[src/rtl/wse_pkg.sv]
// Shared constants, item and multiplier handshake types for the wyhash stream engine.
`timescale 1ns / 1ps

package wse_pkg;

   localparam int WORD_BYTES   = 8;
   localparam int WINDOW_BYTES = 64;
   localparam int QUEUE_DEPTH  = 2;
   localparam int BACK_W       = 6;

   localparam logic [5:0] CHUNK_BYTES = 6'd48;
   localparam logic [5:0] PAIR_BYTES  = 6'd16;
   localparam logic [5:0] LANE_STEP   = 6'd8;

   localparam logic [63:0] SEC0 = 64'ha0761d6478bd642f;
   localparam logic [63:0] SEC1 = 64'he7037ed1a0b428db;
   localparam logic [63:0] SEC2 = 64'h8ebc6af09c88c6e3;
   localparam logic [63:0] SEC3 = 64'h589965cc75374cc3;

   // One classified message word as it travels from the front end to the back end.
   typedef struct packed {
      logic [63:0] data_word;
      logic [3:0]  byte_count;
      logic        last_word;
      logic        short_word;
   } item_type;

   typedef struct packed {
      logic        start;
      logic [63:0] a;
      logic [63:0] b;
   } mix_req_type;

   typedef struct packed {
      logic        done;
      logic [63:0] value;
   } mix_rsp_type;

endpackage

[src/rtl/wse_mix.sv]
// Mix unit: 64x64 product over four 32x32 partial products, low and high halves XORed.
`timescale 1ns / 1ps

module wse_mix (
   input  logic                 clock,
   input  logic                 reset,
   input  wse_pkg::mix_req_type mix_req,
   output wse_pkg::mix_rsp_type mix_rsp
);

   logic [63:0]  a_ff, b_ff;
   logic [2:0]   cnt_ff;
   logic         busy_ff;
   logic         done_ff;
   logic [63:0]  p_ff;
   logic [1:0]   sh_ff;
   logic [127:0] acc_ff;
   logic [63:0]  value_ff;
   logic [31:0]  a_half, b_half;
   logic [127:0] addend;
   logic [127:0] acc_sum;

   assign mix_rsp.done  = done_ff;
   assign mix_rsp.value = value_ff;

   always_comb begin
      a_half = cnt_ff[1] ? a_ff[63:32] : a_ff[31:0];
      b_half = cnt_ff[0] ? b_ff[63:32] : b_ff[31:0];
      case (sh_ff)
         2'd0:    addend = {64'd0, p_ff};
         2'd1:    addend = {32'd0, p_ff, 32'd0};
         default: addend = {p_ff, 64'd0};
      endcase
      acc_sum = acc_ff + addend;
   end

   always_ff @(posedge clock) begin
      if (mix_req.start && !busy_ff) begin
         a_ff   <= mix_req.a;
         b_ff   <= mix_req.b;
         acc_ff <= '0;
      end else if (busy_ff) begin
         if (cnt_ff != 3'd4) begin
            p_ff  <= a_half * b_half;
            sh_ff <= 2'(cnt_ff[0]) + 2'(cnt_ff[1]);
         end
         if (cnt_ff != 3'd0) begin
            acc_ff <= acc_sum;
         end
         if (cnt_ff == 3'd4) begin
            value_ff <= acc_sum[63:0] ^ acc_sum[127:64];
         end
      end
   end

   always_ff @(posedge clock) begin
      if (reset) begin
         busy_ff <= 1'b0;
         done_ff <= 1'b0;
         cnt_ff  <= '0;
      end else begin
         done_ff <= 1'b0;
         if (mix_req.start && !busy_ff) begin
            busy_ff <= 1'b1;
            cnt_ff  <= '0;
         end else if (busy_ff) begin
            cnt_ff <= cnt_ff + 3'd1;
            if (cnt_ff == 3'd4) begin
               busy_ff <= 1'b0;
               done_ff <= 1'b1;
            end
         end
      end
   end

endmodule

[config.mk]
export PLATFORM = sky130hd
export DESIGN_NAME = wse_mix
export DESIGN_NICKNAME = d
export VERILOG_FILES = /design/src/rtl/wse_pkg.sv /design/src/rtl/wse_mix.sv
export SDC_FILE = /design/constraint.sdc
export NUM_CORES = 2
export LEC_CHECK = 0
export BUFFER_PORTS_ARGS = -buffer_cell sky130_fd_sc_hd__buf_2
export CELL_PAD_IN_SITES_DETAIL_PLACEMENT = 1
export CELL_PAD_IN_SITES_GLOBAL_PLACEMENT = 1
export CORE_MARGIN = 5
export CORE_UTILIZATION = 45
export DETAILED_ROUTE_END_ITERATION = 8
export GPL_TIMING_DRIVEN = 0
export PLACE_DENSITY = 0.76
export SYNTH_ARGS = -nofsm -noshare
export SYNTH_HDL_FRONTEND = slang
export SYNTH_SLANG_ARGS = --single-unit
[constraint.sdc]
create_clock -name clock -period 16 [get_ports clock]
set_clock_uncertainty 0.05 [all_clocks]
set_input_delay 0.8 -clock clock [delete_from_list [all_inputs] [get_ports clock]]
set_output_delay 0.8 -clock clock [all_outputs]
set_load 0.03 [all_outputs]
== Word-level counts from Yosys, hierarchy flattened ==
Index checks and enable logic that the tools add are counted.
Operators by class
  add/sub/neg operators: 3
  multipliers: 1
  divide/modulo/power cells: 0
  $lt $le $gt $ge: 0
  eq/ne operators: 3
  shift operators: 0
  multiplexer cells: 7
  bitwise logic cells: 3
  reductions and logical operators: 9
Operators with widths (count)
  $pmux W128 S2: 1
  $add A128 B128 Y128: 1
  $mul A32 B32 Y64: 1
  $mux W32: 2
  $xor A64 B64 Y64: 1
  $reduce_and A3 Y1: 2
  $mux W1: 4
  $add A3 B1 Y3 const B: 1
  $eq A3 B3 Y1 const B: 1
  $ne A3 B3 Y1 const B: 1
  $reduce_bool A3 Y1: 1
  $reduce_or A3 Y1: 1
  $add A1 B1 Y2: 1
  $eq A2 B1 Y1 const B: 1
  $logic_not A2 Y1: 1
  $not A1 Y1: 2
  $reduce_and A2 Y1: 1
  $reduce_or A2 Y1: 1
  $logic_and A1 B1 Y1: 1
  $logic_not A1 Y1: 1
Word-level totals
  register bits: 391
  bits in latches: 0
  bits in writable memories: 0
  ROM bits: 0
  bits of input ports: 131
  output and inout port bits: 65
  logic and storage cells: 35
  memories: 0

== Depth between registers and ports, before layout ==
  depth in word-level cells: 4
  depth in mapped cells: 34
  gate-level depth less buffers: 30

== Worst setup path after synthesis ==
OpenSTA, ideal clock, no wires.
  path type: flip-flop to flip-flop
  start point: reg cnt_ff[0]
  end point: reg p_ff[63] (data pin)
  setup time: 263 ps
  data arrival time: 8390 ps
  required time: 15687 ps
  setup slack: 7297 ps
  stages on the path, launching flop included: 32
  path buffers: 4
  clock period less this slack: 8703 ps
  path through: dfxtp_1 -> clkbuf_1 -> clkbuf_1 -> clkbuf_1 -> mux2_2 -> nand2_1 -> fa_1 -> inv_1 -> fa_1 -> inv_1 -> fa_1 -> fa_1 -> inv_1 -> fa_1 -> fa_1 -> fa_1 -> inv_1 -> fa_1 -> inv_1 -> ha_1 -> clkbuf_1 -> a21oi_1 -> o21bai_1 -> a221oi_1 -> o221ai_1 -> or2_2 -> o21a_1 -> o21ai_1 -> nor2_1 -> o31a_1 -> o41ai_2 -> xnor2_1
On the way
  word-level cells in the longest chain between the ends: 2
RTL lines
  from (decl): RTL line wse_mix.sv:12  | logic [2:0] cnt_ff;
  from (signal assigned): RTL line wse_mix.sv:67  | cnt_ff <= cnt_ff + 3'd1;
  $mux W32: RTL line wse_mix.sv:28  | b_half = cnt_ff[0] ? b_ff[63:32] : b_ff[31:0];
  $mul A32 B32 Y64: RTL line wse_mix.sv:44  | p_ff <= a_half * b_half;
  to (signal assigned): RTL line wse_mix.sv:44
  to (decl): RTL line wse_mix.sv:15  | logic [63:0] p_ff;
No other way between the ends.
A chain may end at the register's enable or synchronous reset.

== Worst setup path in the final report ==
  start point: reg cnt_ff[1]
  end point: reg p_ff[61] (data pin)
On the way
  word-level cells in the longest chain between the ends: 2
RTL lines
  $mux W32: RTL line wse_mix.sv:27  | a_half = cnt_ff[1] ? a_ff[63:32] : a_ff[31:0];
  $mul A32 B32 Y64: RTL line wse_mix.sv:44
No other way between the ends.

==> results by group <==
Route
  – First DRT Iteration DRCs: 4285
  – Antenna-violating nets left: 0
  – DR WL/cell: roughly 30 um
  – DR DRC count: 0
  – Vias: 48550
  – DR pass1 iterations: 5
  – Final WL: ~240000 um
  – Drt via density: a little under 6

Hold path
  – Hold Path Cell Cnt: 1
  – Worst min path class: in2reg
  – Min-delay src: mix_req[4]
  – WHS Endpoint: b_ff[4]

Die
  – Starting density of the core: 45.37%
  – Row count: 129
  – Die H: 363.5 um
  – Core ar.: approximately 120000 sq um
  – Die ar.: about 130000 sq um
  – # IOs: 196
  – Die width: around 360 um

Synth
  – Post-synthesis instance total: 6225
  – #FFs+latches synth: 391
  – Netlist cell types: 88
  – Top_reg_cell synth: edfxtp_1
  – Mean area per synthesized cell: 9.034 sq um
  – Sequential share of the synthesized area: 18.51%
  – Post-synth EDFFs: 258
  – Synthesized Nets: 7645
  – Asr flop ratio synth: 0%
  – Yosys warnings: 0
  – Cell Area, Synth: 56240 sq um

Finish
  – Fin area: 61300 sq um
  – Layout net count: 7915
  – Fraction of layout cells with a size suffix above 1: 7.040%
  – Synthesis-to-layout area growth: 9.002%

CTS
  – Max clock buf depth: 3
  – CTS tree: yes
  – CTS root buf: clkbuf_16
  – Post-CTS setup buffer count: 0
  – Sink Count: about 390
  – H-tree levels: 2
  – Post-CTS sizing: 0
  – Num CTS Buffers: 47
  – Later-pin clock latency in the skew report: 0.66 ns
  – CTS Hold Bufs: 0
  – Clock transition at the registers of the reported paths: roughly 0.06 ns

Worst setup path
  – Max stage delay cell, worst path: mux2i_1
  – R2R Path End: p_ff[61]
  – CP arrival: 13.09 ns
  – Critical path class: reg2reg
  – Critical Path End Type: flop
  – Required time of the critical path: 16.36 ns
  – Launch point of the worst reg-to-reg path: cnt_ff[1]
  – Worst R2R Setup Slack: 3.27 ns
  – FF-to-FF path depth: 29
  – Most frequent CP cell: fa_1
  – Critical path's largest stage delay: 1.25 ns
  – Crit-path max FO: 10
  – CP startpoint kind: flop

Global routing
  – Met1 usage: 44.55%
  – GRT Resource Usage Total: 36.60%
  – Met2 Use GR: about 58%
  – Vias in the first global route: about 52000
  – GRT busiest layer: met2
  – Initial antenna violation count: 7
  – Grt total ovfl: 0
  – M3 GR Usage: roughly 8%
  – First-pass GRT wire length: ~350000 um
  – Pin count of the biggest net entering global routing: 78

Placement
  – GP Congestion: 1.057
  – Area after DPL: 59730 sq um
  – Dpl hpwl: 205300 um
  – Number of port buffers: 195

STA
  – Final setup violation count: 0
  – Top achievable clock speed: 78.58 MHz
  – Fin crit period: 12.73 ns
  – Final Hold Vio Count: 0
  – Max-slew violation count: 6
  – Crit share post-route: 79.54%
  – Relative slew slack: -5.266%
  – WHS: ~0.26 ns
  – RSZ-0062 raised after global routing: no
  – Worst Max-Slew Pin Slew: 1.535 ns
  – Setup_tns: 0 ns

Status
  – Failing checks: max-capacitance violations, max-slew violations
  – Run status: finished, violations left

Job
  – Max cap viols: 3
[worst max path at each step]
stage | from | endpoint | slack [ns] | cells after the start
finish | cnt_ff[1] | p_ff[61] | 3.27 | 29
global route | cnt_ff[1] | p_ff[63] | 3.13 | 30
CTS | cnt_ff[1] | p_ff[61] | 3.41 | 29
detailed placement | cnt_ff[1] | p_ff[63] | 3.46 | 29
global placement | cnt_ff[1] | p_ff[63] | 3.67 | 29
floorplan | cnt_ff[0] | p_ff[63] | 7.30 | 31
[metal layers]
metal	vias up	part of all wire, %
li1	20560	-
met1	24600	38
met2	2520	44
met3	861	9.2
met4	4	9.6
met5	-	0.0074
[state kept, by name, summed over array words and instances, names as in the netlist]
name / count
a_ff: 64
acc_ff: 128
b_ff: 64
busy_ff: 1
cnt_ff: 3
done_ff: 1
p_ff: 64
sh_ff: 2
value_ff: 64
[through the flow]
step | worst slack [ns] | utilization, % | std cells
after floorplan | 7.297 | - | 6225
final | 3.274 | 49.45 | 8172
after global routing | 3.127 | 49.45 | 8171
after global placement | 3.670 | 47.81 | 8057
after CTS | 3.413 | 49.45 | 8171
after detailed placement | 3.460 | 48.19 | 8083
[worst max-delay path: cells and delay by family, from the launching register on]
kind | cells | cell delay, ns
compound gates | 4 | 1.28
buf+inv | 7 | 2.73
fa+ha+maj | 9 | 4.64
flops | 1 | 0.59
mux | 1 | 1.25
xor+xnor | 1 | 0.35
simple gates | 7 | 1.57
[cells in the mapped netlist, types with 16 or more instances]
cell	count	area (sq um)
xnor2_1	166	1454
a21oi_1	283	1416
and3_1	30	187.7
mux2i_1	101	1011
o31ai_1	17	127.6
a211oi_1	17	127.6
fa_1	897	17960
buf_1	27	101.4
and2_1	75	469.2
o21a_1	33	247.7
mux2_2	64	720.7
nor2_1	756	2838
ha_1	392	4905
nand3_1	141	705.7
xor2_1	71	621.9
buf_2	32	160.2
inv_1	939	3525
a22o_1	32	280.3
nor3_1	36	180.2
a21o_1	141	1059
o211ai_1	17	127.6
a31oi_1	16	100.1
dfxtp_1	133	2663
nand4_1	90	563.0
nand2_1	726	2725
o21ai_1	17	85.08
o21ai_0	176	880.8
edfxtp_1	258	7747
nor2b_1	20	125.1
clkbuf_1	275	1032
nand2b_1	17	106.4
o21bai_1	55	412.9
[kinds of logic (layout without fill, tap and decap cells)]
kind of cell	count (synthesis)	count (layout)	synth area share, %
xor+xnor	242	242	3.880
simple gates	1955	1955	14.90
compound gates	907	907	10.37
mux	165	165	3.079
flops	391	391	18.51
other cells	0	1	0
fa+ha+maj	1289	1289	40.65
buf+inv	1276	1585	8.608
[area by class of cell]
cell class,instances,area (sq um)
fill,14460,62660
multi-input combinational,4558,41090
sequential,391,10410
inverter,940,3528
tap,1637,2048
timing repair buffer,221,1341
buffer,336,1316
clock buffer,61,1280
clock inverter,27,284.0
antenna,1,2.502
[cells in the final DEF, fill, tap and decap left out, types with 15 or more instances in the layout]
cell type,instances
nand2_1,726
inv_1,939
dfxtp_1,133
clkbuf_1,284
nor2b_1,20
nor2_1,756
a31oi_1,16
mux2_2,64
nand3_1,141
nand4_1,90
mux2i_1,78
nor3_1,36
xor2_1,71
a22o_1,32
and2_1,75
fa_1,897
nand2b_1,17
o31ai_1,17
o21bai_1,55
o21a_1,33
a211oi_1,17
buf_2,227
o21ai_1,17
o21ai_0,176
and4_1,15
buf_1,27
a21oi_1,283
edfxtp_1,258
a21o_1,141
clkbuf_16,48
mux2i_2,23
o211ai_1,17
and3_1,29
buf_6,19
xnor2_1,166
ha_1,392
Power is left out: the tool's default activity adds up to more than one toggle a clock period on the data nets, which glitch-free logic cannot reach.
