==> src/rtl/wse_pkg.sv <==
// Shared constants, item and multiplier handshake types for the wyhash stream engine.
`timescale 1ns / 1ps

package wse_pkg;

   localparam int WORD_BYTES   = 8;
   localparam int WINDOW_BYTES = 64;
   localparam int QUEUE_DEPTH  = 2;
   localparam int BACK_W       = 6;

   localparam logic [5:0] CHUNK_BYTES = 6'd48;
   localparam logic [5:0] PAIR_BYTES  = 6'd16;
   localparam logic [5:0] LANE_STEP   = 6'd8;

   localparam logic [63:0] SEC0 = 64'ha0761d6478bd642f;
   localparam logic [63:0] SEC1 = 64'he7037ed1a0b428db;
   localparam logic [63:0] SEC2 = 64'h8ebc6af09c88c6e3;
   localparam logic [63:0] SEC3 = 64'h589965cc75374cc3;

   // One classified message word as it travels from the front end to the back end.
   typedef struct packed {
      logic [63:0] data_word;
      logic [3:0]  byte_count;
      logic        last_word;
      logic        short_word;
   } item_type;

   typedef struct packed {
      logic        start;
      logic [63:0] a;
      logic [63:0] b;
   } mix_req_type;

   typedef struct packed {
      logic        done;
      logic [63:0] value;
   } mix_rsp_type;

endpackage

==> src/rtl/wse_front.sv <==
// Front end: accepts message words, clamps the byte count, flags short words, queues them.
`timescale 1ns / 1ps

module wse_front (
   input  logic               clock,
   input  logic               reset,
   input  logic               req_valid,
   output logic               req_stall,
   input  logic [63:0]        req_data_word,
   input  logic [3:0]         req_byte_count,
   input  logic               req_last_word,
   output logic               item_valid,
   output wse_pkg::item_type  item,
   input  logic               item_pop
);

   localparam int QP_W = $clog2(wse_pkg::QUEUE_DEPTH);
   localparam int QC_W = $clog2(wse_pkg::QUEUE_DEPTH + 1);

   wse_pkg::item_type q_ff [wse_pkg::QUEUE_DEPTH];
   logic [QP_W-1:0]   head_ff, head_in;
   logic [QP_W-1:0]   tail_ff, tail_in;
   logic [QC_W-1:0]   cnt_ff, cnt_in;
   wse_pkg::item_type new_item;
   logic              push;
   logic              pop;

   assign req_stall  = (cnt_ff == QC_W'(wse_pkg::QUEUE_DEPTH));
   assign item_valid = (cnt_ff != '0);
   assign item       = q_ff[head_ff];
   assign push       = req_valid && !req_stall;
   assign pop        = item_pop && item_valid;

   always_comb begin
      new_item.data_word  = req_data_word;
      new_item.byte_count = (req_byte_count > 4'd8) ? 4'd8 : req_byte_count;
      new_item.last_word  = req_last_word;
      // A word short of eight bytes is only legal at the end of a message.
      new_item.short_word = !req_last_word && (new_item.byte_count < 4'd8);
   end

   always_comb begin
      head_in = pop  ? head_ff + QP_W'(1) : head_ff;
      tail_in = push ? tail_ff + QP_W'(1) : tail_ff;
      cnt_in  = cnt_ff;
      if (push && !pop) begin
         cnt_in = cnt_ff + QC_W'(1);
      end else if (pop && !push) begin
         cnt_in = cnt_ff - QC_W'(1);
      end
   end

   always_ff @(posedge clock) begin
      if (push) begin
         q_ff[tail_ff] <= new_item;
      end
   end

   always_ff @(posedge clock) begin
      if (reset) begin
         head_ff <= '0;
         tail_ff <= '0;
         cnt_ff  <= '0;
      end else begin
         head_ff <= head_in;
         tail_ff <= tail_in;
         cnt_ff  <= cnt_in;
      end
   end

endmodule

==> config.mk <==
export PLATFORM = sky130hd
export DESIGN_NAME = wse_front
export DESIGN_NICKNAME = d
export VERILOG_FILES = /design/src/rtl/wse_pkg.sv /design/src/rtl/wse_front.sv
export SDC_FILE = /design/constraint.sdc
export NUM_CORES = 1
export LEC_CHECK = 0
export BUFFER_PORTS_ARGS = -buffer_cell sky130_fd_sc_hd__buf_2
export CAP_MARGIN = 20
export CORE_ASPECT_RATIO = 0.9
export CORE_MARGIN = 5
export CORE_UTILIZATION = 35
export CTS_BUF_LIST = sky130_fd_sc_hd__clkbuf_8 sky130_fd_sc_hd__clkbuf_16
export DETAILED_ROUTE_END_ITERATION = 6
export SYNTH_ARGS = -nofsm -noshare
export SYNTH_HDL_FRONTEND = slang
export SYNTH_SLANG_ARGS = --single-unit
export TNS_END_PERCENT = 30
==> constraint.sdc <==
create_clock -name clock -period 2.65 [get_ports clock]
set_input_delay 0.53 -clock clock [delete_from_list [all_inputs] [get_ports clock]]
set_output_delay 0.53 -clock clock [all_outputs]
set_load 0.02 [all_outputs]
# After elaboration in Yosys (flattened, before gate mapping)
# Memories as Yosys holds them, arrays and structs flattened. A register that Yosys moved wholly into a read port is not among the register bits.
# Cells that the tools add are included.
[word_totals]
input_bits = 73
romBits = 0
word_cells = 29
out_inout_bits = 72
register_bits = 4
mem_count = 1
mem_bits_rw = 140
latch_bits = 0
[memory_table]
columns = ["name", "words", "word_bits", "rd", "rd_ports_with_merged_regs", "wr", "line_no", "rtl"]
rows = [
  ["q_ff", 2, 70, 1, 1, 1, "wse_front.sv:20", "wse_pkg::item_type q_ff [wse_pkg::QUEUE_DEPTH];"],
]
[op_classes]
add_sub_neg = 4
multipliers = 0
n_mux = 7
shifts = 0
bitwise = 0
n_reduce_logical = 11
eq_ne = 1
n_div = 0
magnitude_cmp = 2
[op_table]
columns = ["cell", "n"]
rows = [
  ["$logic_and 1x1->1", 5],
  ["$gt 4x4->1 const B", 1],
  ["$logic_not 1->1", 4],
  ["$lt 4x4->1 const B", 1],
  ["$mux 1", 4],
  ["$mux 2", 2],
  ["$mux 4", 1],
  ["$reduce_bool 2->1", 2],
  ["$add 1x1->1 const B", 2],
  ["$add 2x1->2 const B", 1],
  ["$eq 2x2->1 const B", 1],
  ["$sub 2x1->2 const B", 1],
]

# Longest topological paths before layout
[depth]
word_depth = 7
ltp_mapped = 6
mapped_depth_nobuf = 6

# Worst setup path before layout
# OpenSTA, ideal clock, no wires.
[synth_path]
path_type = "in2reg"
startpoint = "input port req_valid"
endpoint = "memory q_ff[1][0] (netlist name), enable pin"
setup_slack_ps = -147
path_buffers = 0
required_ps = 2214
arrival_time_ps = 2361
cell_stages = 3
setup_ps = 436
cell_sequence = "inv_1 -> nor2_1 -> and2_1"
[synth_between]
elab_chain_cells = 3
[synth_lines]
columns = ["element", "line_no", "rtl"]
rows = [
  ["start, declared", "wse_front.sv:7", "input logic req_valid,"],
  ["$logic_and 1x1->1", "wse_front.sv:31", "assign push = req_valid && !req_stall;"],
  ["net push", "wse_front.sv:25", "logic push;"],
  ["$mux 1", "wse_front.sv:54", "if (push) begin"],
  ["$mux 1 (not written as such)", "wse_front.sv:55", "q_ff[tail_ff] <= new_item;"],
  ["end, declared", "wse_front.sv:20", ""],
]
# The timed path passes the listed nets, and every way through them passes these cells.

==> results.toml <==
[outcome]
run_status = "complete, no violations"

[global_route]
grt_start_max_net_pins = 40
first_global_vias = 2972
global_route.usage.total_pct = 11.47
globalRoute.totalOverflow = 0
grt_first_pass_wirelength_um = 15230
antenna_violations_before_repair = 1

[logic_synthesis]
synthesis_stage_register_bit_count = 145
syn_nets = 322
yosys_warnings = 0
synth_commonest_cells = "140 x sky130_fd_sc_hd__edfxtp_1, 70 x sky130_fd_sc_hd__mux2_2, 8 x sky130_fd_sc_hd__buf_2"
synth_area_in_compound_gates_pct = 0.4740
syn_area_um2 = 5279
synth_simple_gate_area_share_pct = 1.351
asyncSetResetFlopFracSynth_pct = 0
syn_avg_cell_area_um2 = 21.29
synth-edff-count = 140
ys_top_cells_by_area = "sky130_fd_sc_hd__edfxtp_1 80%, sky130_fd_sc_hd__mux2_2 15%, sky130_fd_sc_hd__dfxtp_1 1.9%, sky130_fd_sc_hd__buf_2 0.76%, sky130_fd_sc_hd__xor2_1 0.50%"
synth_top_family_by_area = "multiplexers"
post_synth_mux_area_share_pct = 14.93
synth_flop_cell = "sky130_fd_sc_hd__edfxtp_1"
netlist-cell-type-count = 16
synth-xor-area-share_pct = 0.4977
netlist.area_leader.share_pct = 79.64
post_synth_top_area_cell = "sky130_fd_sc_hd__edfxtp_1"
synthCells = 248
synth_most_common_cell = "sky130_fd_sc_hd__edfxtp_1"
synth-adder-area-share_pct = 0.2370
synth-seq-area-share_pct = 81.54

[clock_network]
clockBufferDepth = 2
cts.repair_timing.setup_buffer_count = 0
worstSkewPairLatency_ns = 0.41
cts_max_level = 4
cts_tree = "built"
cts.sink_count = 145
cts_resized = 0
cts_inserted_buffers = 17
clkSlewWorstSetupHoldPaths_ns = 0.06
clock-root-buffer = "sky130_fd_sc_hd__clkbuf_16"
cts_hold_buffers = 0

[flow_run]
maxCapViolations = 0

[layout]
regArea_um2 = 4308
final_design_area_no_fill_um2 = 6899
design.final.nets = 482
multi_input_gate_area_in_the_final_layout_um2 = 925.9
final_cell_count_no_fill = 619
fin_util_pct = 46.72
fill_cell_total_of_the_finished_layout = 1305
n_antenna_cell = 0
area_growth_syn_to_layout_pct = 30.69
post_route_cells_drive_above_1_share_pct = 60.81

[routing]
drt-met1-wl_um = 3695
detail_route.drc_violations = 0
drt_wl_total_um = 9769
wl_per_cell_um = 15.78
route.top_layer_used = "met5"
detailedRoute.firstPassIterationCount = 5
antenna_violating_nets_post_route = 0
avgViaCountPerCell = 4.422
wl_met3_um = 747
route.vias.total = 2737
met2_length_um = 5192
drt_iter0_markers = 120

[power_and_ir_drop]
power_frac_clock_pct = 33.8
internal_pwr_total_mw = 5.186
leakagePower_nw = 2.576
comb_power_share_pct = 24.8
seq_power_share_pct = 41.5
p_per_cell_area_nw_per_um2 = 1049
vdd_ir_drop_max_mv = 0.4907
switchingPower_mw = 2.047
switching_share_pct = 28.30

[timing]
slew_violations = 0
hold_viol = 0
maxClockFrequency_mhz = 434.6
worst_slew_pin_slew_ns = 0.5379
worst_slew_margin_rel_pct = 64.14
rsz0062_at_grt = "false"
timing.clock.skew_ns = 0.006431
setup_viol_count_final = 0
post_route_minimum_period_ns = 2.301
setup_tns_ns = 0
post-route-period-util_pct = 86.83
finalWorstSetupSlack_ns = 0.3489

[placement]
number_of_port_buffers = 144
placed_cells_incl_taps = 587
pre_cts_ws_ns = 0.6805
placement_stage_cell_area_um2 = 6280
dp.final_hpwl_um = 6678
routabilityCongestion = 0.7078

[floorplan]
die_height_um = 126.5
starting_density_of_the_core_pct = 35.75
design.die.area_um2 = 17640
floorplan.rows = 42
io_pins = 145
core_um2 = 14770
die_w_um = 139.5

[setup_path]
timing.critical_path.buf_inv = 2
worstSetupStartpointType = "register"
critical-path-slowest-cell = "sky130_fd_sc_hd__dfxtp_4"
timing.rr.start = "cnt_ff[0]"
worst_path_required_time_ns = 2.12
crit_path_end_kind = "output port"
critical_path.max_fanout = 19
crit_path_cell_trace = "buf_4 > mux2_2 > buf_2"
crit_path_class = "reg -> out"
cpLargestDelayFamily = "flip-flops"
r2r_setup_slack_ns = 0.91
worst_ep_arrival_time_ns = 1.77
destination_of_the_worst_register_to_register_timing_path = "q_ff[0][48]"
r2r_cells = 4
critical_path_s_largest_stage_delay_ns = 0.51

[worst_hold_path]
timing.hold.worst_endpoint = "q_ff[1][8]"
min_path_type = "in -> reg"
min-delay-start = "req_data_word[2]"
hold-path-cell-count = 1
## worst max-delay path by stage
stage               startpoint           to  slack [ns]  cells after the start
global route          register     item[21]        0.24                      3
CTS                   register     item[21]        0.29                      3
detailed placement   req_valid  q_ff[0][67]        0.68                      5
global placement     req_valid  q_ff[0][27]        0.70                      5
finish                register     item[21]        0.35                      3
floorplan            req_valid   q_ff[0][0]       -0.07                      3
## power groups by stage
stage | combinational [mW] | sequential [mW] | clock, mW
after floorplan | 1.27 | 2.99 | 0
after global placement | 1.82 | 3.04 | 0
after detailed placement | 1.83 | 3.05 | 0
after CTS | 1.84 | 3.01 | 2.51
after global routing | 1.94 | 3.03 | 2.63
final | 1.79 | 3.00 | 2.44
## routing by layer
layer,GRT usage [%],vias up
li1,-,1294
met1,12.35,1341
met2,19.50,88
met3,5.495,12
met4,4.661,2
met5,0,-
## kinds of logic (layout without fill, tap and decap cells)
group / Yosys count / after routing
AOI/OAI and AO/OA: 5 / 5
xor gates and xnor gates: 3 / 3
adders and majority gates: 1 / 1
buffers and inverters: 11 / 184
DFF: 145 / 145
muxes: 70 / 70
and+or+nand+nor: 13 / 13
## layout by cell type, fill, tap and decap left out
| cell | count |
|---|---|
| sky130_fd_sc_hd__a21oi_1 | 2 |
| sky130_fd_sc_hd__and2_4 | 1 |
| sky130_fd_sc_hd__buf_12 | 2 |
| sky130_fd_sc_hd__buf_2 | 144 |
| sky130_fd_sc_hd__buf_4 | 4 |
| sky130_fd_sc_hd__bufinv_16 | 4 |
| sky130_fd_sc_hd__clkbuf_16 | 17 |
| sky130_fd_sc_hd__clkinv_2 | 3 |
| sky130_fd_sc_hd__clkinv_4 | 2 |
| sky130_fd_sc_hd__clkinvlp_4 | 5 |
| sky130_fd_sc_hd__dfxtp_1 | 4 |
| sky130_fd_sc_hd__dfxtp_4 | 1 |
| sky130_fd_sc_hd__edfxtp_1 | 140 |
| sky130_fd_sc_hd__ha_1 | 1 |
| sky130_fd_sc_hd__inv_1 | 2 |
| sky130_fd_sc_hd__inv_2 | 1 |
| sky130_fd_sc_hd__mux2_2 | 70 |
| sky130_fd_sc_hd__nor2_1 | 5 |
| sky130_fd_sc_hd__nor2b_1 | 3 |
| sky130_fd_sc_hd__nor2b_2 | 1 |
| sky130_fd_sc_hd__o21ai_0 | 3 |
| sky130_fd_sc_hd__or2_2 | 1 |
| sky130_fd_sc_hd__or3_1 | 2 |
| sky130_fd_sc_hd__xor2_1 | 3 |
## sequential cells by signal, summed over array words and instances (netlist names), named ones only
register  flops
q_ff        140
cnt_ff        2
head_ff       1
tail_ff       1
## final cells by class
cell class                 instances  area share (%)
timing repair buffer             150           11.46
multi-input combinational         92           13.42
clock inverter                    15           2.811
sequential                       145           62.44
clock buffer                      17           6.166
tap                              198           3.591
inverter                           2          0.1088
## per-stage QoR
step	power, mW	hold WS, ns
2_1_floorplan	4.266	0.4516
3_5_place_dp	4.887	0.4940
4_1_cts	7.356	0.2757
6_report	7.234	0.3041
5_1_grt	7.592	0.2767
3_3_place_gp	4.856	0.4818
(Power assumes the default switching activity.)
