### config.mk
export PLATFORM = sky130hd
export DESIGN_NAME = wse_back
export DESIGN_NICKNAME = d
export VERILOG_FILES = /design/src/rtl/wse_pkg.sv /design/src/rtl/wse_back.sv
export SDC_FILE = /design/constraint.sdc
export NUM_CORES = 2
export LEC_CHECK = 0
export BUFFER_PORTS_ARGS = -buffer_cell sky130_fd_sc_hd__buf_4
export CAP_MARGIN = 15
export CORE_AREA = 2 2 387 389
export DETAILED_ROUTE_END_ITERATION = 12
export DIE_AREA = 0 0 389 391
export PLACE_DENSITY = 0.63
export SYNTH_ARGS = -nofsm -noshare
export SYNTH_HDL_FRONTEND = slang
export SYNTH_SLANG_ARGS = --single-unit
### constraint.sdc
create_clock -name clock -period 19.7 [get_ports clock]
set_input_delay 0.985 -clock clock [delete_from_list [all_inputs] [get_ports clock]]
set_output_delay 0.985 -clock clock [all_outputs]
set_load 0.02 [all_outputs]
### src/rtl/wse_pkg.sv
// Shared constants, item and multiplier handshake types for the wyhash stream engine.
`timescale 1ns / 1ps

package wse_pkg;

   localparam int WORD_BYTES   = 8;
   localparam int WINDOW_BYTES = 64;
   localparam int QUEUE_DEPTH  = 2;
   localparam int BACK_W       = 6;

   localparam logic [5:0] CHUNK_BYTES = 6'd48;
   localparam logic [5:0] PAIR_BYTES  = 6'd16;
   localparam logic [5:0] LANE_STEP   = 6'd8;

   localparam logic [63:0] SEC0 = 64'ha0761d6478bd642f;
   localparam logic [63:0] SEC1 = 64'he7037ed1a0b428db;
   localparam logic [63:0] SEC2 = 64'h8ebc6af09c88c6e3;
   localparam logic [63:0] SEC3 = 64'h589965cc75374cc3;

   // One classified message word as it travels from the front end to the back end.
   typedef struct packed {
      logic [63:0] data_word;
      logic [3:0]  byte_count;
      logic        last_word;
      logic        short_word;
   } item_type;

   typedef struct packed {
      logic        start;
      logic [63:0] a;
      logic [63:0] b;
   } mix_req_type;

   typedef struct packed {
      logic        done;
      logic [63:0] value;
   } mix_rsp_type;

endpackage

### src/rtl/wse_back.sv
// Back end: byte window in eight banks, chunk lanes, tail sequencing and the result register.
`timescale 1ns / 1ps

module wse_back #(
   parameter int WINDOW_BYTES = wse_pkg::WINDOW_BYTES
) (
   input  logic                 clock,
   input  logic                 reset,
   input  logic                 item_valid,
   input  wse_pkg::item_type    item,
   output logic                 item_pop,
   output wse_pkg::mix_req_type mix_req,
   input  wse_pkg::mix_rsp_type mix_rsp,
   output logic                 rsp_valid,
   input  logic                 rsp_stall,
   output logic [63:0]          rsp_hash_value,
   output logic [63:0]          rsp_message_length,
   output logic                 rsp_format_error
);

   localparam int PTR_W = $clog2(WINDOW_BYTES);
   localparam int DEPTH = WINDOW_BYTES / wse_pkg::WORD_BYTES;
   localparam int BA_W  = $clog2(DEPTH);
   localparam int BW    = wse_pkg::BACK_W;

   typedef enum logic [14:0] {
      S_IDLE      = 15'b000000000000001,
      S_WRITE     = 15'b000000000000010,
      S_CHK_RD    = 15'b000000000000100,
      S_CHK_GO    = 15'b000000000001000,
      S_CHK_WAIT  = 15'b000000000010000,
      S_FIN       = 15'b000000000100000,
      S_TAIL_RD   = 15'b000000001000000,
      S_TAIL_GO   = 15'b000000010000000,
      S_TAIL_WAIT = 15'b000000100000000,
      S_FR1       = 15'b000001000000000,
      S_FR2       = 15'b000010000000000,
      S_FR3       = 15'b000100000000000,
      S_MUL1_WAIT = 15'b001000000000000,
      S_MUL2_WAIT = 15'b010000000000000,
      S_OUT       = 15'b100000000000000
   } state_type;

   state_type         state_ff, state_in;
   wse_pkg::item_type cur_ff, cur_in;
   logic [PTR_W-1:0]  wr_ptr_ff, wr_ptr_in;
   logic [BW-1:0]     pend_ff, pend_in;
   logic [63:0]       len_ff, len_in;
   logic              err_ff, err_in;
   logic              chunk_ff, chunk_in;
   logic [63:0]       main_seed_ff, main_seed_in;
   logic [63:0]       lane1_seed_ff, lane1_seed_in;
   logic [63:0]       lane2_seed_ff, lane2_seed_in;
   logic [1:0]        lane_ff, lane_in;
   logic [BW-1:0]     tail_back_ff, tail_back_in;
   logic [63:0]       hold_a_ff, hold_a_in;
   logic [63:0]       hold_b_ff, hold_b_in;
   logic              rsp_valid_ff, rsp_valid_in;
   logic [63:0]       rsp_hash_ff, rsp_hash_in;
   logic [63:0]       rsp_len_ff, rsp_len_in;
   logic              rsp_err_ff, rsp_err_in;

   logic [BW-1:0]     back_a, back_b;
   logic [PTR_W-1:0]  start_a, start_b;
   logic [2:0]        rot_a_ff, rot_b_ff;
   logic [7:0]        rd_a_ff [wse_pkg::WORD_BYTES];
   logic [7:0]        rd_b_ff [wse_pkg::WORD_BYTES];
   logic [63:0]       rdata_a, rdata_b;
   logic              bank_we [wse_pkg::WORD_BYTES];
   logic [BA_W-1:0]   bank_wa [wse_pkg::WORD_BYTES];
   logic [7:0]        bank_wd [wse_pkg::WORD_BYTES];
   logic [BA_W-1:0]   bank_ra_a [wse_pkg::WORD_BYTES];
   logic [BA_W-1:0]   bank_ra_b [wse_pkg::WORD_BYTES];

   logic [4:0]        short_len;
   logic [4:0]        short_q;
   logic              is_short;
   logic [PTR_W:0]    wr_sum;
   logic [BW-1:0]     pend_sum;
   logic [63:0]       fin_a, fin_b;

   assign rsp_valid          = rsp_valid_ff;
   assign rsp_hash_value     = rsp_hash_ff;
   assign rsp_message_length = rsp_len_ff;
   assign rsp_format_error   = rsp_err_ff;

   // Window position of the byte that lies 'back' bytes before the write pointer.
   function automatic logic [PTR_W-1:0] win_start(input logic [PTR_W-1:0] wp,
                                                  input logic [BW-1:0] back);
      logic [PTR_W:0] diff;
      diff = {1'b0, wp} + (PTR_W+1)'(WINDOW_BYTES) - (PTR_W+1)'(back);
      if ({1'b0, wp} >= (PTR_W+1)'(back)) begin
         diff = {1'b0, wp} - (PTR_W+1)'(back);
      end
      return diff[PTR_W-1:0];
   endfunction

   // Row in bank k that holds one of the eight bytes starting at window position pos.
   function automatic logic [BA_W-1:0] bank_addr(input logic [PTR_W-1:0] pos,
                                                 input logic [2:0] k);
      logic [BA_W:0] row;
      row = {1'b0, pos[PTR_W-1:3]} + (BA_W+1)'(k < pos[2:0]);
      if (row == (BA_W+1)'(DEPTH)) begin
         row = '0;
      end
      return row[BA_W-1:0];
   endfunction

   assign short_len = len_ff[4:0];
   assign short_q   = {1'b0, short_len[4:3], 2'b00};
   assign is_short  = (len_ff <= 64'd16);

   // Read addresses for the two window ports.
   always_comb begin
      back_a = '0;
      back_b = '0;
      case (state_ff)
         S_CHK_RD: begin
            back_a = pend_ff - {lane_ff, 4'b0000};
            back_b = pend_ff - {lane_ff, 4'b0000} - wse_pkg::LANE_STEP;
         end
         S_TAIL_RD: begin
            back_a = tail_back_ff;
            back_b = tail_back_ff - wse_pkg::LANE_STEP;
         end
         S_FR1: begin
            if (!is_short) begin
               back_a = wse_pkg::PAIR_BYTES;
               back_b = wse_pkg::LANE_STEP;
            end else if (short_len >= 5'd4) begin
               back_a = BW'(short_len);
               back_b = BW'(short_len - short_q);
            end else begin
               back_a = BW'(short_len);
               back_b = BW'(short_len - (short_len >> 1));
            end
         end
         S_FR2: begin
            if (is_short && short_len >= 5'd4) begin
               back_a = BW'(4);
               back_b = BW'(5'd4 + short_q);
            end else begin
               back_a = BW'(1);
               back_b = BW'(1);
            end
         end
         default: begin
            back_a = '0;
            back_b = '0;
         end
      endcase
      start_a = win_start(wr_ptr_ff, back_a);
      start_b = win_start(wr_ptr_ff, back_b);
   end

   // Bank write and read controls.
   always_comb begin
      logic [2:0] j;
      for (int k = 0; k < wse_pkg::WORD_BYTES; k++) begin
         j            = 3'(k) - wr_ptr_ff[2:0];
         bank_we[k]   = (state_ff == S_WRITE) && ({1'b0, j} < cur_ff.byte_count);
         bank_wa[k]   = bank_addr(wr_ptr_ff, 3'(k));
         bank_wd[k]   = cur_ff.data_word[{j, 3'b000} +: 8];
         bank_ra_a[k] = bank_addr(start_a, 3'(k));
         bank_ra_b[k] = bank_addr(start_b, 3'(k));
      end
   end

   for (genvar k = 0; k < wse_pkg::WORD_BYTES; k++) begin : g_bank
      logic [7:0] mem [DEPTH];
      always_ff @(posedge clock) begin
         if (bank_we[k]) begin
            mem[bank_wa[k]] <= bank_wd[k];
         end
         rd_a_ff[k] <= mem[bank_ra_a[k]];
         rd_b_ff[k] <= mem[bank_ra_b[k]];
      end
   end

   always_ff @(posedge clock) begin
      rot_a_ff <= start_a[2:0];
      rot_b_ff <= start_b[2:0];
   end

   // Undo the bank rotation so the first byte lands in the low bits.
   always_comb begin
      logic [2:0] ia;
      logic [2:0] ib;
      for (int j = 0; j < wse_pkg::WORD_BYTES; j++) begin
         ia = 3'(j) + rot_a_ff;
         ib = 3'(j) + rot_b_ff;
         rdata_a[8*j +: 8] = rd_a_ff[ia];
         rdata_b[8*j +: 8] = rd_b_ff[ib];
      end
   end

   // Operands of the first final mix.
   always_comb begin
      if (!is_short) begin
         fin_a = hold_a_ff;
         fin_b = hold_b_ff;
      end else if (short_len >= 5'd4) begin
         fin_a = {hold_a_ff[31:0], hold_b_ff[31:0]};
         fin_b = {rdata_a[31:0], rdata_b[31:0]};
      end else if (short_len != 5'd0) begin
         fin_a = {40'd0, hold_a_ff[7:0], hold_b_ff[7:0], rdata_a[7:0]};
         fin_b = '0;
      end else begin
         fin_a = '0;
         fin_b = '0;
      end
   end

   assign wr_sum   = {1'b0, wr_ptr_ff} + (PTR_W+1)'(cur_ff.byte_count);
   assign pend_sum = pend_ff + BW'(cur_ff.byte_count);

   always_comb begin
      state_in      = state_ff;
      cur_in        = cur_ff;
      wr_ptr_in     = wr_ptr_ff;
      pend_in       = pend_ff;
      len_in        = len_ff;
      err_in        = err_ff;
      chunk_in      = chunk_ff;
      main_seed_in  = main_seed_ff;
      lane1_seed_in = lane1_seed_ff;
      lane2_seed_in = lane2_seed_ff;
      lane_in       = lane_ff;
      tail_back_in  = tail_back_ff;
      hold_a_in     = hold_a_ff;
      hold_b_in     = hold_b_ff;
      rsp_valid_in  = rsp_valid_ff && rsp_stall;
      rsp_hash_in   = rsp_hash_ff;
      rsp_len_in    = rsp_len_ff;
      rsp_err_in    = rsp_err_ff;
      item_pop      = 1'b0;
      mix_req.start = 1'b0;
      mix_req.a     = '0;
      mix_req.b     = '0;

      case (state_ff)
         S_IDLE: begin
            if (item_valid) begin
               item_pop = 1'b1;
               cur_in   = item;
               state_in = S_WRITE;
            end
         end
         S_WRITE: begin
            wr_ptr_in = (wr_sum >= (PTR_W+1)'(WINDOW_BYTES))
                        ? PTR_W'(wr_sum - (PTR_W+1)'(WINDOW_BYTES)) : wr_sum[PTR_W-1:0];
            pend_in   = pend_sum;
            len_in    = len_ff + 64'(cur_ff.byte_count);
            err_in    = err_ff || cur_ff.short_word;
            lane_in   = '0;
            if (pend_sum > wse_pkg::CHUNK_BYTES) begin
               state_in = S_CHK_RD;
            end else if (cur_ff.last_word) begin
               state_in = S_FIN;
            end else begin
               state_in = S_IDLE;
            end
         end
         S_CHK_RD: begin
            state_in = S_CHK_GO;
         end
         S_CHK_GO: begin
            mix_req.start = 1'b1;
            case (lane_ff)
               2'd0: begin
                  mix_req.a = rdata_a ^ wse_pkg::SEC1;
                  mix_req.b = rdata_b ^ main_seed_ff;
               end
               2'd1: begin
                  mix_req.a = rdata_a ^ wse_pkg::SEC2;
                  mix_req.b = rdata_b ^ lane1_seed_ff;
               end
               default: begin
                  mix_req.a = rdata_a ^ wse_pkg::SEC3;
                  mix_req.b = rdata_b ^ lane2_seed_ff;
               end
            endcase
            state_in = S_CHK_WAIT;
         end
         S_CHK_WAIT: begin
            if (mix_rsp.done) begin
               case (lane_ff)
                  2'd0:    main_seed_in  = mix_rsp.value;
                  2'd1:    lane1_seed_in = mix_rsp.value;
                  default: lane2_seed_in = mix_rsp.value;
               endcase
               if (lane_ff == 2'd2) begin
                  pend_in  = pend_ff - wse_pkg::CHUNK_BYTES;
                  chunk_in = 1'b1;
                  state_in = cur_ff.last_word ? S_FIN : S_IDLE;
               end else begin
                  lane_in  = lane_ff + 2'd1;
                  state_in = S_CHK_RD;
               end
            end
         end
         S_FIN: begin
            if (!is_short) begin
               if (chunk_ff) begin
                  main_seed_in = main_seed_ff ^ lane1_seed_ff ^ lane2_seed_ff;
               end
               tail_back_in = pend_ff;
               state_in     = S_TAIL_RD;
            end else begin
               state_in = S_FR1;
            end
         end
         S_TAIL_RD: begin
            state_in = (tail_back_ff > wse_pkg::PAIR_BYTES) ? S_TAIL_GO : S_FR1;
         end
         S_TAIL_GO: begin
            mix_req.start = 1'b1;
            mix_req.a     = rdata_a ^ wse_pkg::SEC1;
            mix_req.b     = rdata_b ^ main_seed_ff;
            state_in      = S_TAIL_WAIT;
         end
         S_TAIL_WAIT: begin
            if (mix_rsp.done) begin
               main_seed_in = mix_rsp.value;
               tail_back_in = tail_back_ff - wse_pkg::PAIR_BYTES;
               state_in     = S_TAIL_RD;
            end
         end
         S_FR1: begin
            state_in = S_FR2;
         end
         S_FR2: begin
            hold_a_in = rdata_a;
            hold_b_in = rdata_b;
            state_in  = S_FR3;
         end
         S_FR3: begin
            mix_req.start = 1'b1;
            mix_req.a     = fin_a ^ wse_pkg::SEC1;
            mix_req.b     = fin_b ^ main_seed_ff;
            state_in      = S_MUL1_WAIT;
         end
         S_MUL1_WAIT: begin
            if (mix_rsp.done) begin
               mix_req.start = 1'b1;
               mix_req.a     = wse_pkg::SEC1 ^ len_ff;
               mix_req.b     = mix_rsp.value;
               state_in      = S_MUL2_WAIT;
            end
         end
         S_MUL2_WAIT: begin
            if (mix_rsp.done) begin
               state_in = S_OUT;
            end
         end
         S_OUT: begin
            if (!rsp_valid_ff || !rsp_stall) begin
               rsp_valid_in  = 1'b1;
               rsp_hash_in   = mix_rsp.value;
               rsp_len_in    = len_ff;
               rsp_err_in    = err_ff;
               wr_ptr_in     = '0;
               pend_in       = '0;
               len_in        = '0;
               err_in        = 1'b0;
               chunk_in      = 1'b0;
               main_seed_in  = wse_pkg::SEC0;
               lane1_seed_in = wse_pkg::SEC0;
               lane2_seed_in = wse_pkg::SEC0;
               state_in      = S_IDLE;
            end
         end
         default: begin
            state_in = S_IDLE;
         end
      endcase
   end

   always_ff @(posedge clock) begin
      cur_ff       <= cur_in;
      tail_back_ff <= tail_back_in;
      hold_a_ff    <= hold_a_in;
      hold_b_ff    <= hold_b_in;
      rsp_hash_ff  <= rsp_hash_in;
      rsp_len_ff   <= rsp_len_in;
      rsp_err_ff   <= rsp_err_in;
   end

   always_ff @(posedge clock) begin
      if (reset) begin
         state_ff      <= S_IDLE;
         wr_ptr_ff     <= '0;
         pend_ff       <= '0;
         len_ff        <= '0;
         err_ff        <= 1'b0;
         chunk_ff      <= 1'b0;
         main_seed_ff  <= wse_pkg::SEC0;
         lane1_seed_ff <= wse_pkg::SEC0;
         lane2_seed_ff <= wse_pkg::SEC0;
         lane_ff       <= '0;
         rsp_valid_ff  <= 1'b0;
      end else begin
         state_ff      <= state_in;
         wr_ptr_ff     <= wr_ptr_in;
         pend_ff       <= pend_in;
         len_ff        <= len_in;
         err_ff        <= err_in;
         chunk_ff      <= chunk_in;
         main_seed_ff  <= main_seed_in;
         lane1_seed_ff <= lane1_seed_in;
         lane2_seed_ff <= lane2_seed_in;
         lane_ff       <= lane_in;
         rsp_valid_ff  <= rsp_valid_in;
      end
   end

endmodule

== After elaboration in Yosys (flattened, before gate mapping) ==
Memory sizes are Yosys's and may differ from the RTL's. A register that Yosys moved wholly into a read port is not among the register bits.
Cells that the tools add are included.

* Bits in registers: 627
* Bits in writable memories: 640
* Word-level logic and storage cells: 348
* Memories: 10

* $add $sub $neg: 64
* Magnitude comparators: 39
* Equal/unequal tests: 54
* Shifts and indexed selects: 8
* Multiplexer cells: 105
* Bitwise logic cells: 11
* Reduce and logical (&&, ||, !) cells: 34

{| class="wikitable"
|+ Memory list
! name !! depth !! bits a word !! rd ports !! clocked after memory_dff !! write ports !! RTL line !! source
|-
| g_bank[0].mem || 8 || 8 || 2 || 0 || 1 || wse_back.sv:170 || <nowiki>logic [7:0] mem [DEPTH];</nowiki>
|-
| g_bank[1].mem || 8 || 8 || 2 || 0 || 1 || wse_back.sv:170 ||
|-
| g_bank[2].mem || 8 || 8 || 2 || 0 || 1 || wse_back.sv:170 ||
|-
| g_bank[3].mem || 8 || 8 || 2 || 0 || 1 || wse_back.sv:170 ||
|-
| g_bank[4].mem || 8 || 8 || 2 || 0 || 1 || wse_back.sv:170 ||
|-
| g_bank[5].mem || 8 || 8 || 2 || 0 || 1 || wse_back.sv:170 ||
|-
| 4 more memories || - || - || - || - || - || - ||
|}

{| class="wikitable"
|+ Operator list
! operator !! number
|-
| 2-to-1 mux 64 bit || 15
|-
| one-hot mux 129 bit (4 select lines) || 1
|-
| indexed part select 64 x 7 -> 8 bit || 8
|-
| one-hot mux 64 bit (2 select lines) || 3
|-
| bitwise XOR 64 bit || 6
|-
| one-hot mux 128 bit (2 select lines) || 1
|-
| one-hot mux 64 bit (4 select lines) || 1
|-
| one-hot mux 15 bit (15 select lines) || 1
|-
| NOT 32 bit || 5
|-
| 2-to-1 mux 129 bit || 1
|-
| adder 3 x 1 -> 4 bit || 24
|-
| equality test 4 bit, second input constant || 24
|-
| 2-to-1 mux 15 bit || 6
|-
| 2-to-1 mux 6 bit || 13
|-
| 2-to-1 mux 3 bit || 25
|-
| adder 64 x 4 -> 64 bit || 1
|-
| less-or-equal comparator 64 x 5 -> 1 bit, second input constant || 1
|-
| one-hot mux 6 bit (4 select lines) || 2
|-
| < comparator 3 bit, first input constant || 12
|-
| < comparator 3 x 4 -> 1 bit || 8
|-
| subtractor 6 bit || 5
|-
| adder 3 bit, first input constant || 8
|-
| 2-to-1 mux 24 bit || 1
|-
| one-hot mux 6 bit (2 select lines) || 2
|-
| 62 further kinds || 141
|}

== Logic depth before layout (Yosys ltp) ==
An unclocked memory read counts as a cell.

* Depth in word-level cells: 11
* Gate-level depth with buffers: 23

== Least setup slack after synthesis ==
No wires, ideal clock.

* Path type: register to register
* Start point: register state_ff[4]
* End point: memory rd_b_ff[2][0]
* Setup time: 0.121 ns
* Arrival time: 15.943 ns
* Path slack: 3.636 ns
* Cell stages (with the launch flop): 16
* Buffers on the path: 3
* Path through: dfxtp_1 or4_1 nor2_1 nand3_1 nor3b_1 a311oi_1 ha_1 a21o_1 a21oi_1 xnor2_1 clkbuf_1 ha_1 buf_1 clkbuf_1 mux4_2 mux2_2

{| class="wikitable"
|+ RTL lines
! what !! RTL line !! source
|-
| start, declared || wse_back.sv:44 || <nowiki>state_type state_ff, state_in;</nowiki>
|-
| start signal, assigned || wse_back.sv:403 || <nowiki>state_ff <= state_in;</nowiki>
|-
| end, declared || wse_back.sv:67 || <nowiki>logic [7:0] rd_b_ff [wse_pkg::WORD_BYTES];</nowiki>
|}

==> summary.txt <==
Cells and area
  • Area growth syn-to-layout: 15.3%
  • Non-filler instance count after layout: 7,722
  • Multi-input gate area: 30,600 um2
  • Fraction of final layout cells sized beyond drive strength 1: 0.242
  • Register cell area after layout: 33,800 um2
  • Net count, final: 5,896
  • Count of fill cells added during filler insertion: 12,600

STA
  • Post-layout minimum cycle time: 7560 ps
  • Unrepaired setup endpoints after global routing: no
  • Share of the cycle needed by the critical path after routing: 0.384
  • Final number of setup-violating endpoints: 0
  • Maximum operating frequency: 132 MHz
  • Worst-case clock skew: 46.0 ps
  • Final Hold Fails: 0
  • Total negative slack: 0 ps
  • Transition time of the tightest slew-check pin: 1230 ps
  • Max Slew Vio Count: 0
  • Max-Slew Margin vs Limit: 0.167

Hold path
  • HP Class: in -> reg
  • Endpoint, Worst Hold: cur_ff[20]
  • Startpoint of the lowest-slack hold path: item[20]
  • Depth of the worst hold-timing path: 1

Pwr
  • Leakage component of the power: 26.3 nW
  • Worst IR Drop VDD: 0.0872 mV
  • Post-layout total power: 7.09 mW
  • Pwr/cell area: 93.1 nW/um2

Clock network
  • Setup Buffers After CTS: 0
  • Worst-Skew Late Latency: 830 ps
  • TritonCTS Buffers: 142
  • Root Driver: clkbuf_16
  • CTS tree: built
  • Deepest level of the CTS H-tree: 4
  • Post-cts hold buffer count: 0
  • Clock buffer depth: 3
  • Reg clk slew, reported paths: 70 ps
  • Resized cells post-CTS: 0
  • Number of clock sinks: 1,267

Global route
  • Number of antenna violations at the first check in global routing: 6
  • Aggregate global-route resource usage: 0.304
  • Vias in the first global route: 45,800
  • Maximum number of pins on one net before global-route repair: 136
  • Wire length of the first global-routing pass: 333,000 um
  • Aggregate global routing overflow: 0

Routing
  • Uppermost routed layer: met5
  • Vias/cell: 6.35
  • Wirelength, routed: 236,000 um
  • Met1 Wirelength: 88,700 um
  • Routed met2 length: 106,000 um
  • Number of iterations in the first detailed-routing pass: 8
  • Routed wirelength normalized by instance count: 30.6 um
  • Met3 routed WL: 26,000 um
  • Violation count after the first detailed-route iteration: 6,821
  • DRC violation count after routing: 0
  • Via count: 49,100
  • Antenna Violating Nets Remaining: 0

Floorplanning
  • Die width: 389 um
  • Die Height: 391 um
  • Area of the die: 152,000 um2
  • Core box area: 149,000 um2
  • Total number of placement rows: 142
  • Number of top-level pins: 399
  • Starting density of the core: 0.445

Synth
  • Most repeated cell in the gate-level netlist after synthesis: edfxtp_1
  • Top-area cell type share of the netlist area: 0.384
  • Post-synth EDFFs: 845
  • Dominant cells by area after synthesis: edfxtp_1, mux4_2, dfxtp_1, mux2i_1, nand2_1
  • Largest area contributor in the synthesized netlist: edfxtp_1
  • Synth cell count leaders: edfxtp_1, nand2_1, dfxtp_1
  • Sequential element share of the synthesized area: 0.512
  • Unique masters post-synth: 81
  • Proportion of synthesized flip-flops having asynchronous set or reset: 0
  • Synth Instances: 5,354
  • Post-synth top flop: edfxtp_1
  • Count of synthesis-stage warnings from yosys: 0
  • Mean area per synthesized cell: 12.3 um2
  • Total of flip-flops plus latches after synthesis: 1,267
  • Post-synth design cell area: 66,000 um2
  • Post-synth net total: 5,595

Setup path
  • Reg2reg path depth: 18
  • Cell with the most instances on the worst path: nand2_1
  • Slack of the worst reg-to-reg path: 12,140 ps
  • Startpoint of the lowest-slack register-to-register path: len_ff[6]
  • Type of element launching the critical path: flop
  • Highest fanout seen on the critical path: 63
  • Largest delay share family, worst path: simple AND/OR/NAND/NOR gates
  • Worst-path cell chain: nor4_1, nand4_1, or2_2, nor3_2, buf_4, nand2_1, a222oi_1, nand2_1, ha_1, nor2b_1, o21ai_0, a21boi_0, o21a_1, or3_1, nand2_1, buf_4, xnor2_1, mux2_2
  • Arr. time, crit path: 8240 ps
  • Setup crit end kind: flop
  • Slowest cell on the critical path: xnor2_1
  • Count of buffer and inverter cells on the critical path: 2
  • Maximum single-stage delay on the critical path: 850 ps
  • Critical path start-end classification: reg -> reg
  • Critical Path Start: len_ff[6]
  • Worst R2R End: rd_a_ff[5][6]
  • Required time reported for the critical path endpoint: 20,380 ps

Place
  • Number of port buffers: 398
  • Post-placement cell count: 7,454
  • Final GP Congestion: 1.03
  • Post-DP HPWL: 171,000 um

Flow run
  • Max-cap viol count: 0

Outcome
  • Status: finished, final reports clean
==> logic make-up (layout without fill, tap and decap cells) <==
group           count (synthesis)  count (layout)  synth area share
xor+xnor                      413             413            0.0566
mux                           794             794             0.202
compound gates                848             848            0.0809
flops                        1267            1267             0.512
simple gates                 1416            1416            0.0983
other cells                     0               3                 0
fa+ha+maj                     102             102            0.0202
buf+inv                       514             935            0.0295
==> per-layer routing <==
metal  vias up  track usage
met3       518       0.0652
met1     24600        0.402
met5         -            0
met4         6        0.170
li1      21000            -
met2      2956        0.465
==> through the flow <==
stage          instance area [um2]  hold WS [ps]  worst slack [ps]  utilization
2_1_floorplan                66000           406              3640            -
3_3_place_gp                 71400           415             12620        0.481
3_5_place_dp                 71400           426             12470        0.481
4_1_cts                      76100           315             12390        0.512
5_1_grt                      76100           324             11940        0.512
6_report                     76100           351             12140        0.513
==> final cells by class <==
class,instances,share of cell area
flip-flops and latches,1267,0.444
multi-input cells,3573,0.403
repair buffers,517,0.0511
clock buffers,185,0.0497
well taps,1944,0.0320
clock inverters,79,0.0124
inverters,154,0.00766
diodes,3,0.0000986
==> state kept, by name, summed over array words and instances, names as in the netlist, 64 cells and up <==
signal,count
g_bank.mem,512
cur_ff,70
hold_a_ff,64
hold_b_ff,64
lane1_seed_ff,64
lane2_seed_ff,64
len_ff,64
main_seed_ff,64
rd_a_ff,64
rd_b_ff,64
rsp_hash_value,64
rsp_message_length,64
==> worst max-delay path by stage <==
stage / depth (start not counted) / slack [ps] / endpoint
CTS: 18 / 12390 / rd_a_ff[5][6]
detailed placement: 18 / 12470 / rd_a_ff[5][3]
global route: 18 / 11940 / rd_a_ff[5][6]
global placement: 18 / 12620 / rd_a_ff[5][3]
finish: 18 / 12140 / rd_a_ff[5][6]
floorplan: 15 / 3640 / rd_b_ff[2][0]
==> cell usage in the layout (no fill, tap or decap), drive strengths merged, types with 9 or more instances in the layout <==
master / n
a211oi: 59
mux2: 163
inv: 156
and3: 79
a311oi: 33
a22oi: 32
mux2i: 215
buf: 516
nand2: 521
nor2b: 10
o21ai: 263
a21o: 13
o211ai: 27
a222oi: 65
xor2: 178
clkbuf: 186
edfxtp: 845
xnor2: 235
ha: 94
o221ai: 9
bufinv: 10
nor2: 332
nand4: 34
nor4: 41
mux4: 416
a221o: 16
or4: 14
nor3: 150
nand3: 160
or3: 23
dfxtp: 422
a21oi: 265
clkinv: 59
==> power by group <==
group | switching [mW] | internal [mW]
Combinational | 0.748 | 0.490
Sequential | 0.178 | 2.98
Clock | 1.17 | 1.52
Total | 2.10 | 4.99
(Power assumes the default switching activity.)
